==> config.mk <==
export PLATFORM = sky130hd
export DESIGN_NAME = websocket_frame_deframer_core
export DESIGN_NICKNAME = d
export VERILOG_FILES = /design/src/design/wsd_pkg.sv /design/src/design/wsd_front.sv /design/src/design/wsd_queue.sv /design/src/design/wsd_back.sv /design/src/design/websocket_frame_deframer_core.sv
export SDC_FILE = /design/constraint.sdc
export NUM_CORES = 1
export LEC_CHECK = 0
export BUFFER_PORTS_ARGS = -buffer_cell sky130_fd_sc_hd__buf_2
export CORE_UTILIZATION = 59
export DETAILED_ROUTE_END_ITERATION = 6
export HOLD_SLACK_MARGIN = 0.12
export PLACE_DENSITY = 0.73
export SLEW_MARGIN = 10
export SYNTH_ARGS = -nofsm -noshare
export SYNTH_HDL_FRONTEND = slang
export SYNTH_HIERARCHICAL = 1
export SYNTH_SLANG_ARGS = --single-unit
==> constraint.sdc <==
create_clock -name clk -period 3.8 [get_ports clk]
set_clock_uncertainty 0.1 [all_clocks]
set_input_delay 0.19 -clock clk [delete_from_list [all_inputs] [get_ports clk]]
set_output_delay 0.19 -clock clk [all_outputs]
set_load 0.02 [all_outputs]
==> src/design/wsd_pkg.sv <==
// Shared types and constants of the WebSocket frame deframer.
`default_nettype none

package wsd_pkg;

	localparam int QUEUE_DEPTH_DEFAULT = 4;

	localparam logic [6:0] LEN_CODE_MASK = 7'h7F;
	localparam logic [6:0] LEN_EXT16     = 7'd126;
	localparam logic [6:0] LEN_EXT64     = 7'd127;
	localparam logic [3:0] OPCODE_MASK   = 4'hF;

	typedef enum logic {
		KIND_PAYLOAD = 1'b0,
		KIND_ERROR   = 1'b1
	} kind_t;

	// One classified request handed from the parser to the output side.
	typedef struct packed {
		kind_t      kind;
		logic [7:0] data;
		logic [7:0] key;
		logic [3:0] opcode;
		logic       fin;
		logic       frame_end;
	} wsd_item_t;

endpackage

`default_nettype wire

==> src/design/wsd_front.sv <==
// Header parser: walks the frame header and classifies each byte.
`default_nettype none

module wsd_front (
	input  wire               clk,
	input  wire               arst_n,
	input  wire               byte_valid,
	input  wire [7:0]         link_byte,
	input  wire               queue_full,
	output logic              push,
	output wsd_pkg::wsd_item_t push_item
);
	import wsd_pkg::*;

	typedef enum logic [9:0] {
		PH_HDR0    = 10'b00_0000_0001,
		PH_HDR1    = 10'b00_0000_0010,
		PH_EXT0    = 10'b00_0000_0100,
		PH_EXT1    = 10'b00_0000_1000,
		PH_KEY0    = 10'b00_0001_0000,
		PH_KEY1    = 10'b00_0010_0000,
		PH_KEY2    = 10'b00_0100_0000,
		PH_KEY3    = 10'b00_1000_0000,
		PH_PAYLOAD = 10'b01_0000_0000,
		PH_HALT    = 10'b10_0000_0000
	} phase_t;

	phase_t      phase_q, phase_d;
	logic [31:0] key_q, key_d;
	logic [15:0] rem_q, rem_d;
	logic [1:0]  idx_q, idx_d;
	logic [3:0]  opcode_q, opcode_d;
	logic        fin_q, fin_d;
	logic        masked_q, masked_d;
	logic        take;
	logic [6:0]  len_code;
	logic [15:0] ext_len;
	logic [7:0]  key_byte;

	assign take     = byte_valid && !queue_full;
	assign len_code = link_byte[6:0] & LEN_CODE_MASK;
	assign ext_len  = {rem_q[15:8], link_byte};

	// Key byte 0 sits in the top byte of the key.
	always_comb begin
		case (idx_q)
			2'd0:    key_byte = key_q[31:24];
			2'd1:    key_byte = key_q[23:16];
			2'd2:    key_byte = key_q[15:8];
			default: key_byte = key_q[7:0];
		endcase
	end

	always_comb begin
		phase_d  = phase_q;
		key_d    = key_q;
		rem_d    = rem_q;
		idx_d    = idx_q;
		opcode_d = opcode_q;
		fin_d    = fin_q;
		masked_d = masked_q;
		push     = 1'b0;

		push_item.kind      = KIND_PAYLOAD;
		push_item.data      = link_byte;
		push_item.key       = masked_q ? key_byte : 8'h00;
		push_item.opcode    = opcode_q & OPCODE_MASK;
		push_item.fin       = fin_q;
		push_item.frame_end = (rem_q == 16'd1);

		if (take) begin
			unique case (phase_q)
				PH_HDR0: begin
					fin_d    = link_byte[7];
					opcode_d = link_byte[3:0] & OPCODE_MASK;
					phase_d  = PH_HDR1;
				end
				PH_HDR1: begin
					masked_d = link_byte[7];
					if (len_code == LEN_EXT64) begin
						// Too long to carry: report once, then halt.
						phase_d             = PH_HALT;
						push                = 1'b1;
						push_item.kind      = KIND_ERROR;
						push_item.data      = 8'h00;
						push_item.key       = 8'h00;
						push_item.frame_end = 1'b0;
					end else if (len_code == LEN_EXT16) begin
						rem_d   = 16'h0000;
						phase_d = PH_EXT0;
					end else begin
						rem_d = {9'd0, len_code};
						if (link_byte[7]) begin
							key_d   = 32'h0000_0000;
							phase_d = PH_KEY0;
						end else begin
							idx_d   = 2'd0;
							phase_d = (len_code == 7'd0) ? PH_HDR0 : PH_PAYLOAD;
						end
					end
				end
				PH_EXT0: begin
					rem_d   = {link_byte, 8'h00};
					phase_d = PH_EXT1;
				end
				PH_EXT1: begin
					rem_d = ext_len;
					if (masked_q) begin
						key_d   = 32'h0000_0000;
						phase_d = PH_KEY0;
					end else begin
						idx_d   = 2'd0;
						phase_d = (ext_len == 16'd0) ? PH_HDR0 : PH_PAYLOAD;
					end
				end
				PH_KEY0: begin
					key_d[31:24] = link_byte;
					phase_d      = PH_KEY1;
				end
				PH_KEY1: begin
					key_d[23:16] = link_byte;
					phase_d      = PH_KEY2;
				end
				PH_KEY2: begin
					key_d[15:8] = link_byte;
					phase_d     = PH_KEY3;
				end
				PH_KEY3: begin
					// Key is consumed even for an empty frame.
					key_d[7:0] = link_byte;
					idx_d      = 2'd0;
					phase_d    = (rem_q == 16'd0) ? PH_HDR0 : PH_PAYLOAD;
				end
				PH_PAYLOAD: begin
					push  = 1'b1;
					idx_d = idx_q + 2'd1;
					rem_d = rem_q - 16'd1;
					if (rem_q == 16'd1) begin
						phase_d = PH_HDR0;
					end
				end
				PH_HALT: begin
					phase_d = PH_HALT;
				end
				default: begin
					phase_d = PH_HALT;
				end
			endcase
		end
	end

	always_ff @(posedge clk or negedge arst_n) begin
		if (!arst_n) begin
			phase_q  <= PH_HDR0;
			key_q    <= 32'h0000_0000;
			rem_q    <= 16'h0000;
			idx_q    <= 2'd0;
			opcode_q <= 4'd0;
			fin_q    <= 1'b0;
			masked_q <= 1'b0;
		end else begin
			phase_q  <= phase_d;
			key_q    <= key_d;
			rem_q    <= rem_d;
			idx_q    <= idx_d;
			opcode_q <= opcode_d;
			fin_q    <= fin_d;
			masked_q <= masked_d;
		end
	end

endmodule

`default_nettype wire

==> src/design/wsd_queue.sv <==
// Short request queue between the parser and the output stage.
`default_nettype none

module wsd_queue #(
	parameter int DEPTH = wsd_pkg::QUEUE_DEPTH_DEFAULT
) (
	input  wire                clk,
	input  wire                arst_n,
	input  wire                push,
	input  wsd_pkg::wsd_item_t push_item,
	input  wire                pop,
	output wsd_pkg::wsd_item_t head_item,
	output logic               not_empty,
	output logic               full
);
	import wsd_pkg::*;

	localparam int PTR_W = (DEPTH > 1) ? $clog2(DEPTH) : 1;
	localparam int CNT_W = $clog2(DEPTH + 1);

	wsd_item_t        mem_q [DEPTH];
	logic [PTR_W-1:0] wr_ptr_q;
	logic [PTR_W-1:0] rd_ptr_q;
	logic [CNT_W-1:0] count_q;
	logic             do_push;
	logic             do_pop;

	assign full      = (count_q == CNT_W'(DEPTH));
	assign not_empty = (count_q != '0);
	assign do_push   = push && !full;
	assign do_pop    = pop && not_empty;
	assign head_item = mem_q[rd_ptr_q];

	always_ff @(posedge clk) begin
		if (do_push) begin
			mem_q[wr_ptr_q] <= push_item;
		end
	end

	always_ff @(posedge clk or negedge arst_n) begin
		if (!arst_n) begin
			wr_ptr_q <= '0;
			rd_ptr_q <= '0;
			count_q  <= '0;
		end else begin
			if (do_push) begin
				wr_ptr_q <= (wr_ptr_q == PTR_W'(DEPTH - 1)) ? '0 : wr_ptr_q + 1'b1;
			end
			if (do_pop) begin
				rd_ptr_q <= (rd_ptr_q == PTR_W'(DEPTH - 1)) ? '0 : rd_ptr_q + 1'b1;
			end
			if (do_push && !do_pop) begin
				count_q <= count_q + 1'b1;
			end else if (do_pop && !do_push) begin
				count_q <= count_q - 1'b1;
			end
		end
	end

endmodule

`default_nettype wire

==> src/design/wsd_back.sv <==
// Output stage: unmasks the head request and holds the result register.
`default_nettype none

module wsd_back (
	input  wire                clk,
	input  wire                arst_n,
	input  wsd_pkg::wsd_item_t head_item,
	input  wire                head_valid,
	output logic               pop,
	output logic               result_valid,
	input  wire                result_stall,
	output logic               kind,
	output logic [7:0]         payload_byte,
	output logic [3:0]         frame_opcode,
	output logic               final_fragment,
	output logic               frame_end
);
	import wsd_pkg::*;

	logic       valid_q;
	logic       kind_q;
	logic [7:0] data_q;
	logic [3:0] opcode_q;
	logic       fin_q;
	logic       end_q;

	// Refill whenever the register is empty or being drained.
	assign pop = head_valid && (!valid_q || !result_stall);

	always_ff @(posedge clk or negedge arst_n) begin
		if (!arst_n) begin
			valid_q <= 1'b0;
		end else if (!valid_q || !result_stall) begin
			valid_q <= head_valid;
		end
	end

	always_ff @(posedge clk) begin
		if (pop) begin
			kind_q   <= head_item.kind;
			data_q   <= head_item.data ^ head_item.key;
			opcode_q <= head_item.opcode;
			fin_q    <= head_item.fin;
			end_q    <= head_item.frame_end;
		end
	end

	assign result_valid   = valid_q;
	assign kind           = kind_q;
	assign payload_byte   = data_q;
	assign frame_opcode   = opcode_q;
	assign final_fragment = fin_q;
	assign frame_end      = end_q;

endmodule

`default_nettype wire

==> src/design/websocket_frame_deframer_core.sv <==
// Top level of the WebSocket frame deframer: parser, request queue and output stage.
`default_nettype none

// Receives a WebSocket byte stream one byte per request on link_byte and returns
// one result per payload byte, unmasked with the frame's key, tagged with the
// frame's opcode, FIN bit and an end-of-frame mark. Header, extended length and
// mask key bytes give no result; a frame of zero length gives none at all, though
// its key bytes are still consumed. A length code of 127 gives a single error
// result (kind 1, payload_byte 0, frame_end 0) after which every byte is taken
// and dropped until reset. Throughput is one byte per cycle in and one result per
// cycle out: the header parser takes a byte each cycle while the request queue
// (QUEUE_DEPTH entries) has room, and the output register refills each cycle it
// is drained. An accepted payload byte is written into the request queue and then
// into the output register before it appears on the result port. byte_stall rises
// only once result_stall has held the output long enough to fill the queue.
module websocket_frame_deframer_core #(
	parameter int QUEUE_DEPTH = wsd_pkg::QUEUE_DEPTH_DEFAULT
) (
	input  wire        clk,
	input  wire        arst_n,
	input  wire        byte_valid,
	output logic       byte_stall,
	input  wire  [7:0] link_byte,
	output logic       result_valid,
	input  wire        result_stall,
	output logic       kind,
	output logic [7:0] payload_byte,
	output logic [3:0] frame_opcode,
	output logic       final_fragment,
	output logic       frame_end
);
	import wsd_pkg::*;

	wsd_item_t push_item;
	wsd_item_t head_item;
	logic      push;
	logic      pop;
	logic      q_full;
	logic      q_not_empty;

	// Hold the byte side off only while the queue is full.
	assign byte_stall = q_full;

	wsd_front u_front (
		.clk        (clk),
		.arst_n     (arst_n),
		.byte_valid (byte_valid),
		.link_byte  (link_byte),
		.queue_full (q_full),
		.push       (push),
		.push_item  (push_item)
	);

	wsd_queue #(
		.DEPTH (QUEUE_DEPTH)
	) u_queue (
		.clk       (clk),
		.arst_n    (arst_n),
		.push      (push),
		.push_item (push_item),
		.pop       (pop),
		.head_item (head_item),
		.not_empty (q_not_empty),
		.full      (q_full)
	);

	wsd_back u_back (
		.clk            (clk),
		.arst_n         (arst_n),
		.head_item      (head_item),
		.head_valid     (q_not_empty),
		.pop            (pop),
		.result_valid   (result_valid),
		.result_stall   (result_stall),
		.kind           (kind),
		.payload_byte   (payload_byte),
		.frame_opcode   (frame_opcode),
		.final_fragment (final_fragment),
		.frame_end      (frame_end)
	);

	// The parser must never offer a request to a full queue.
	assert property (@(posedge clk) disable iff (!arst_n) !(push && q_full))
		else $error("request pushed into a full queue");

	// An error is the last result ever: nothing follows it until reset.
	assert property (@(posedge clk) disable iff (!arst_n)
		(result_valid && !result_stall && kind == KIND_ERROR) |=> !result_valid)
		else $error("result delivered after an error");

	// Error results never carry the end-of-frame mark or data.
	assert property (@(posedge clk) disable iff (!arst_n)
		(result_valid && kind == KIND_ERROR) |-> (!frame_end && payload_byte == 8'h00))
		else $error("malformed error result");

	// Popping needs a request at the head of the queue.
	assert property (@(posedge clk) disable iff (!arst_n) pop |-> q_not_empty)
		else $error("pop from an empty queue");

endmodule

`default_nettype wire

==> run_results.csv, run 1 <==
group,metric,value,unit
clocking,clk_pin_slew,0.07,ns
routing,drtIter0Drc,549,
clocking,cts_resized,0,
clocking,cts.sinks,181,
final_layout,fillers,922,
sta,rsz0062_at_grt,"false",
clocking,cts_buffers,17,
floorplan,die_width,120.1,um
floorplan,die_y,120.1,um
synth,yosysWarningCount,6,
synth,synth_top_family_by_area,"compound AO/OA/AOI/OAI gates",
global_routing,grt_usage,27.32,%
power,p_leak,3.361,nW
global_routing,grt_pass1_wl,29.17,mm
power,power.switching,0.8339,mW
routing,num_vias,5155,
global_routing,grt_antenna_before_repair,0,
sta,final_max_slew_viol_count,0,
final_layout,drive_gt1_share,20.13,%
clocking,postCtsHoldBufs,7,
clocking,htree_levels,4,
final_layout,syn_to_final_growth,11.02,%
floorplan,core-area,13400,um2
sta,fmax,0.2967,GHz
floorplan,io_pins,29,
critical_path,end_kind,"flip-flop",
clocking,postCtsSetupBuffers,0,
critical_path,start_kind,"flip-flop",
critical_path,worst_ep_arrival_time,3.61,ns
synth,synth-edff-count,107,
sta,fin_tns_setup,0,ns
power,seq_power_share,52.3,%
floorplan,start_util,61.36,%
floorplan,dieArea,14410,um2
sta,hold_viol,0,
synth,syn_area,8223,um2
synth,seq_area_frac_synth,61.61,%
routing,ant_nets,0,
synth,synth-compound-area-share,12.29,%
routing,drt-vias-per-instance,6.509,
floorplan,rows,42,
synth,synth_area_leaders,"edfxtp_1 (39%), dfrtp_1 (22%), mux4_2 (4.9%)",
clocking,cts_root_buf,"clkbuf_16",
power,sw_frac_of_total,20.90,%
power,irDropWorstVdd,0.0002874,V
synth,synthXorXnorAreaFrac,1.917,%
placement,gp_congestion,0.9336,
routing,drtPass1Iterations,6,
sta,worst_pin_slew,1.123,ns
synth,ys_async_sr_fraction,40.88,%
synth,synth-main-ff-cell,"edfxtp_1",
sta,whs,0.1501,ns
global_routing,gr-total-overflow,0,
power,power.total,3.990,mW
sta,period_minus_slack,3.371,ns
global_routing,grt_pass1_vias,5165,
critical_path,path_class,"reg -> reg",
placement,portBuffers,28,
routing,wl_per_cell,23.04,um
synth,synth_cells,580,
critical_path,critPathRequiredTime,4.04,ns
synth,synth_fa_ha_area_share,2.069,%
critical_path,cp_max_fo,14,
global_routing,grt_max_degree,75,
final_layout,fin_cells,792,
sta,slew_headroom,25.16,%
routing,route.detailed.drc,0,
clocking,clk_latency,0.42,ns
clocking,cts_tree,"done",
synth,synth_mux_area_share,8.475,%
synth,synth-seq-cells,181,
synth,ys_types,80,
power,cellPowerDensity,437.0,nW/um2
synth,synthSimpleGateAreaFrac,10.88,%
power,p_comb_share,2.1,%
flow_run,cap_violations,0,
min_path,hp-class,"in -> reg",
power,p_int,3.156,mW
placement,dpl.cell_count,753,
synth,synth_top_area_cell,"edfxtp_1",
synth,synth_top_area_share,39.07,%
sta,finalSetupViolations,0,
power,p_clk_share,45.6,%
final_layout,nNetsFinal,628,
status,outcome,"finished clean",
synth,synth_area_per_cell,14.18,um2
placement,post-dp-hpwl,11.71,mm
clocking,ctsLongestPathBuffers,2,
final_layout,num_antenna_cells,0,
routing,drt-total-wl,18.25,mm
synth,syn_nets,605,
sta,period_share,88.70,%
power by group through the flow:
stage / Combinational, mW / Clock [mW] / Sequential, mW
after floorplan: 0.0380 / 0 / 2.12
after global placement: 0.0749 / 0 / 2.13
after detailed placement: 0.0760 / 0 / 2.13
after CTS: 0.0820 / 1.84 / 2.09
after global routing: 0.0898 / 1.92 / 2.09
final: 0.0824 / 1.82 / 2.09
worst paths after layout:
kind                                                      from                               to  slack [ns]  cells past startpoint
worst max-delay path            u_front/phase_q[3]$_DFFE_PN0P_   u_queue/count_q[2]$_DFFE_PN0P_        0.43                     11
worst min-delay path                              link_byte[7]    u_front/key_q[15]$_DFFE_PN0P_        0.15                      2
worst max register to register  u_front/phase_q[3]$_DFFE_PN0P_   u_queue/count_q[2]$_DFFE_PN0P_        0.43                     11
worst min register to register   u_front/rem_q[11]$_DFFE_PN0P_    u_front/rem_q[11]$_DFFE_PN0P_        0.39                      1
max in group asynchronous                               arst_n  u_front/opcode_q[2]$_DFFE_PN0P_        2.63                      2
min in group asynchronous                               arst_n   u_front/phase_q[8]$_DFFE_PN0P_        0.35                      2
cells by family after synthesis:
| group | count (synthesis) |
|---|---|
| compound gates | 133 |
| xor+xnor | 18 |
| fa+ha+maj | 13 |
| buf+inv | 47 |
| flops | 181 |
| mux | 36 |
| simple gates | 152 |
synthesized netlist by cell type, types with 3 or more instances:
cell	number
inv_1	10
o2bb2ai_1	6
and2_2	4
and2_1	3
clkbuf_1	20
xor2_1	14
mux4_2	18
a31oi_1	4
o21ai_1	6
edfxtp_1	107
nand4_1	3
mux2_4	4
or4_1	3
buf_2	10
a22o_1	35
ha_1	12
buf_6	4
nand2_1	26
dfrtp_1	73
a222oi_1	8
a22oi_1	7
mux4_1	5
nor2b_1	11
mux2_2	7
nor2_1	39
nor3_1	10
a21oi_1	14
o31ai_1	9
o21ai_0	17
nor4_1	5
xnor2_1	4
nand3_1	14
a21boi_0	3
a21o_1	5
layer usage:
layer	vias to the layer above	global-route usage, %	part of all wire [%]	routed length [um]
li1	2296	-	-	-
met1	2600	35.27	41	7505
met2	221	45.55	51	9380
met3	38	5.371	5.3	972
met4	0	10.86	2.1	392
met5	-	0	0	0
cells in the final DEF (no fill, tap or decap), drive strengths merged, types with 15 or more instances in the layout:
master / count
nand2: 28
dfrtp: 73
mux4: 23
inv: 16
nand3: 15
a22o: 35
clkbuf: 18
nor2: 39
buf: 34
o21ai: 24
edfxtp: 107
critical path, cell delays in order, from the launching register on:
cell and delay, ns:
dfrtp_1 0.55, nor3b_2 0.42, and3_1 0.46, nand2_1 0.20, o21ai_0 0.11, nor2b_2 0.34, ha_1 0.24, inv_1 0.06
fa_1 0.37, xor2_1 0.17, nor2_1 0.11, xor2_1 0.17
state kept, by name (all words and copies together), names as in the netlist:
name	cells
u_back/frame_opcode	4
u_back/final_fragment	1
u_back/result_valid	1
u_queue/count_q	3
u_front/rem_q	16
u_queue/wr_ptr_q	2
u_back/payload_byte	8
u_front/fin_q	1
u_queue/rd_ptr_q	2
u_front/key_q	32
u_queue/mem_q	92
u_front/masked_q	1
u_front/opcode_q	4
u_back/kind	1
u_front/idx_q	2
u_back/frame_end	1
u_front/phase_q	10
final cells by class:
class / count / area, um2 / share of cell area (%)
flip-flops and latches: 181 / 5066 / 55.50
multi-input cells: 352 / 2930 / 32.10
clock buffers: 18 / 429.2 / 4.701
repair buffers: 41 / 257.7 / 2.823
well taps: 176 / 220.2 / 2.412
clock inverters: 14 / 187.7 / 2.056
inverters: 10 / 37.54 / 0.4112
metrics by stage:
| stage | setup WS (ns) | instance area, um2 | util, % |
|---|---|---|---|
| 2_1_floorplan | 0.8959 | 8223 | - |
| 3_3_place_gp | 0.5974 | 8442 | 63.00 |
| 3_5_place_dp | 0.4969 | 8442 | 63.00 |
| 4_1_cts | 0.4517 | 9129 | 68.12 |
| 5_1_grt | 0.2146 | 9129 | 68.12 |
| 6_report | 0.4293 | 9129 | 68.12 |
(Power assumes the default switching activity.)
==> run 2: changes to the inputs <==
--- a/config.mk
+++ b/config.mk
@@ -9,7 +9,7 @@
 export CORE_UTILIZATION = 59
 export DETAILED_ROUTE_END_ITERATION = 6
 export HOLD_SLACK_MARGIN = 0.12
-export PLACE_DENSITY = 0.73
+export PLACE_DENSITY = 0.76
 export SLEW_MARGIN = 10
 export SYNTH_ARGS = -nofsm -noshare
 export SYNTH_HDL_FRONTEND = slang
==> run_results.csv, run 2 (synthesis gave the netlist of run 1 again) <==
group,metric,value,unit
final_layout,fin_util,68.12,%
clocking,cts_buffers,17,
clocking,cts_root_buf,"clkbuf_16",
placement,post-dp-hpwl,11.24,mm
final_layout,fillers,925,
sta,rsz0062_at_grt,"false",
floorplan,rows,42,
global_routing,gr-total-overflow,0,
min_path,whs_path_depth,4,
critical_path,cpMostUsedCell,"xor2_1",
critical_path,worst_ep_arrival_time,3.60,ns
critical_path,path_buf_inv,1,
critical_path,start_kind,"flip-flop",
clocking,cts.sinks,181,
routing,drt-vias-per-instance,6.404,
flow_run,cap_violations,0,
min_path,min_from,"byte_valid",
min_path,min_delay_worst_endpoint,"u_front/phase_q[6]$_DFFE_PN0P_",
clocking,postCtsSetupBuffers,0,
critical_path,end_kind,"flip-flop",
critical_path,path_class,"reg -> reg",
placement,pre_cts_slack,0.4803,ns
critical_path,rrSetupSlack,0.44,ns
critical_path,worstPathCellList,"nor3b_2, and3_1, nand2_1, o21ai_0, nor2b_2, ha_1, inv_1, fa_1, xor2_1, nor2_1, xor2_1",
power,sw_frac_of_total,21.47,%
final_layout,syn_to_final_growth,11.02,%
placement,portBuffers,28,
final_layout,nNetsFinal,629,
global_routing,grt_usage,25.93,%
sta,period_minus_slack,3.357,ns
power,seq_power_share,52.9,%
final_layout,largest_reg_flops,92,
critical_path,cpPeakStageDelay,0.53,ns
floorplan,core-area,13400,um2
sta,final_max_slew_viol_count,0,
power,p_int,3.097,mW
final_layout,num_antenna_cells,0,
sta,period_share,88.33,%
min_path,hp-class,"in -> reg",
power,irDropWorstVdd,0.0003081,V
power,power.switching,0.8467,mW
critical_path,reg2reg_from,"u_front/phase_q[3]$_DFFE_PN0P_",
clocking,clk_pin_slew,0.07,ns
sta,finalSetupViolations,0,
routing,drtIter0Drc,715,
placement,dpl_cell_area,8439,um2
sta,slew_headroom,28.32,%
global_routing,grt_max_degree,48,
critical_path,cp_max_fo,14,
power,p_clk_share,45.0,%
sta,whs,0.1582,ns
clocking,postCtsHoldBufs,8,
final_layout,fin_cells,793,
status,outcome,"finished clean",
final_layout,drive_gt1_share,20.10,%
critical_path,ff2ff_path_depth,11,
power,p_leak,3.362,nW
final_layout,final_cell_mix,"edfxtp_1 (107), dfrtp_1 (73), nor2_1 (39), a22o_1 (35), buf_2 (28)",
clocking,cts_tree,"done",
critical_path,cp_top_family,"simple AND/OR/NAND/NOR gates",
final_layout,regMostFlops,"u_queue/mem_q",
routing,route.detailed.drc,0,
floorplan,die_y,120.1,um
floorplan,start_util,61.36,%
sta,layout_setup_ws,0.4433,ns
critical_path,crit_slowest_cell,"dfrtp_1",
floorplan,io_pins,29,
power,p_comb_share,2.1,%
clocking,clk_latency,0.43,ns
global_routing,grt_pass1_wl,27.61,mm
global_routing,grt_pass1_vias,5028,
sta,worst_pin_slew,1.069,ns
final_layout,top_regs,"u_queue/mem_q: 92 flops, u_front/key_q: 32 flops, u_front/rem_q: 16 flops",
power,power.total,3.943,mW
floorplan,die_width,120.1,um
routing,drt-total-wl,17.00,mm
critical_path,critPathRequiredTime,4.04,ns
final_layout,final_cell_area,9129,um2
global_routing,grt_antenna_before_repair,0,
sta,fmax,0.2979,GHz
final_layout,mostFrequentLayoutCell,"edfxtp_1",
clocking,cts_resized,0,
placement,gp_congestion,0.9078,
routing,drtPass1Iterations,6,
sta,hold_viol,0,
floorplan,dieArea,14410,um2
clocking,htree_levels,4,
routing,num_vias,5078,
power,cellPowerDensity,432.0,nW/um2
clocking,ctsLongestPathBuffers,2,
critical_path,rr_endpoint,"u_queue/count_q[2]$_DFFE_PN0P_",
sta,fin_tns_setup,0,ns
placement,dpl.cell_count,753,
routing,wl_per_cell,21.43,um
routing,ant_nets,0,
==> run 2: cell count changes in the layout (fill, tap and decap cells not counted), sizes merged <==
cell	before	now
clkinv	2	4
clkbuf	18	17
inv	16	17
bufinv	3	2
clkinvlp	3	2
dlygate4sd3	7	8
==> run 2: area by class of cell <==
| cell class | count | area, um2 | share of cell area, % |
|---|---|---|---|
| multi-input cells | 352 | 2930 | 32.10 |
| flip-flops and latches | 181 | 5066 | 55.50 |
| repair buffers | 42 | 265.3 | 2.906 |
| inverters | 10 | 37.54 | 0.4112 |
| clock inverters | 15 | 183.9 | 2.015 |
| well taps | 176 | 220.2 | 2.412 |
| clock buffers | 17 | 425.4 | 4.660 |
==> run 2: worst register-to-register path: stages, from the launching register on <==
cell     delay [ns]
dfrtp_1        0.53
nor3b_2        0.41
and3_1         0.46
nand2_1        0.17
o21ai_0        0.11
nor2b_2        0.35
ha_1           0.24
inv_1          0.06
fa_1           0.37
xor2_1         0.17
nor2_1         0.14
xor2_1         0.18
==> run 2: how the worst max path moves through the flow <==
| stage | endpoint | slack, ns | start | cells past startpoint |
|---|---|---|---|---|
| global route | u_queue/count_q[2]$_DFFE_PN0P_ | 0.27 | u_front/phase_q[3]$_DFFE_PN0P_ | 11 |
| finish | u_queue/count_q[2]$_DFFE_PN0P_ | 0.44 | u_front/phase_q[3]$_DFFE_PN0P_ | 11 |
| global placement | u_queue/count_q[2]$_DFFE_PN0P_ | 0.63 | u_front/phase_q[3]$_DFFE_PN0P_ | 11 |
| floorplan | u_queue/count_q[2]$_DFFE_PN0P_ | 0.90 | u_front/phase_q[5]$_DFFE_PN0P_ | 14 |
| detailed placement | u_queue/count_q[2]$_DFFE_PN0P_ | 0.48 | u_front/phase_q[3]$_DFFE_PN0P_ | 11 |
| CTS | u_queue/count_q[2]$_DFFE_PN0P_ | 0.45 | u_front/phase_q[3]$_DFFE_PN0P_ | 11 |
==> run 2: per-layer routing <==
layer  wire [um]  global-route usage (%)  up-vias
li1            -                       -     2305
met1        7038                   34.20     2536
met2        8488                   41.38      212
met3        1115                   6.892       25
met4         354                   9.766        0
met5           0                       0        -
==> run 2: power groups by stage <==
stage          combinational, mW  sequential [mW]  clock, mW
2_1_floorplan             0.0380             2.12          0
6_report                  0.0828             2.09       1.78
5_1_grt                   0.0908             2.08       1.88
3_3_place_gp              0.0746             2.13          0
4_1_cts                   0.0823             2.09       1.81
3_5_place_dp              0.0760             2.13          0
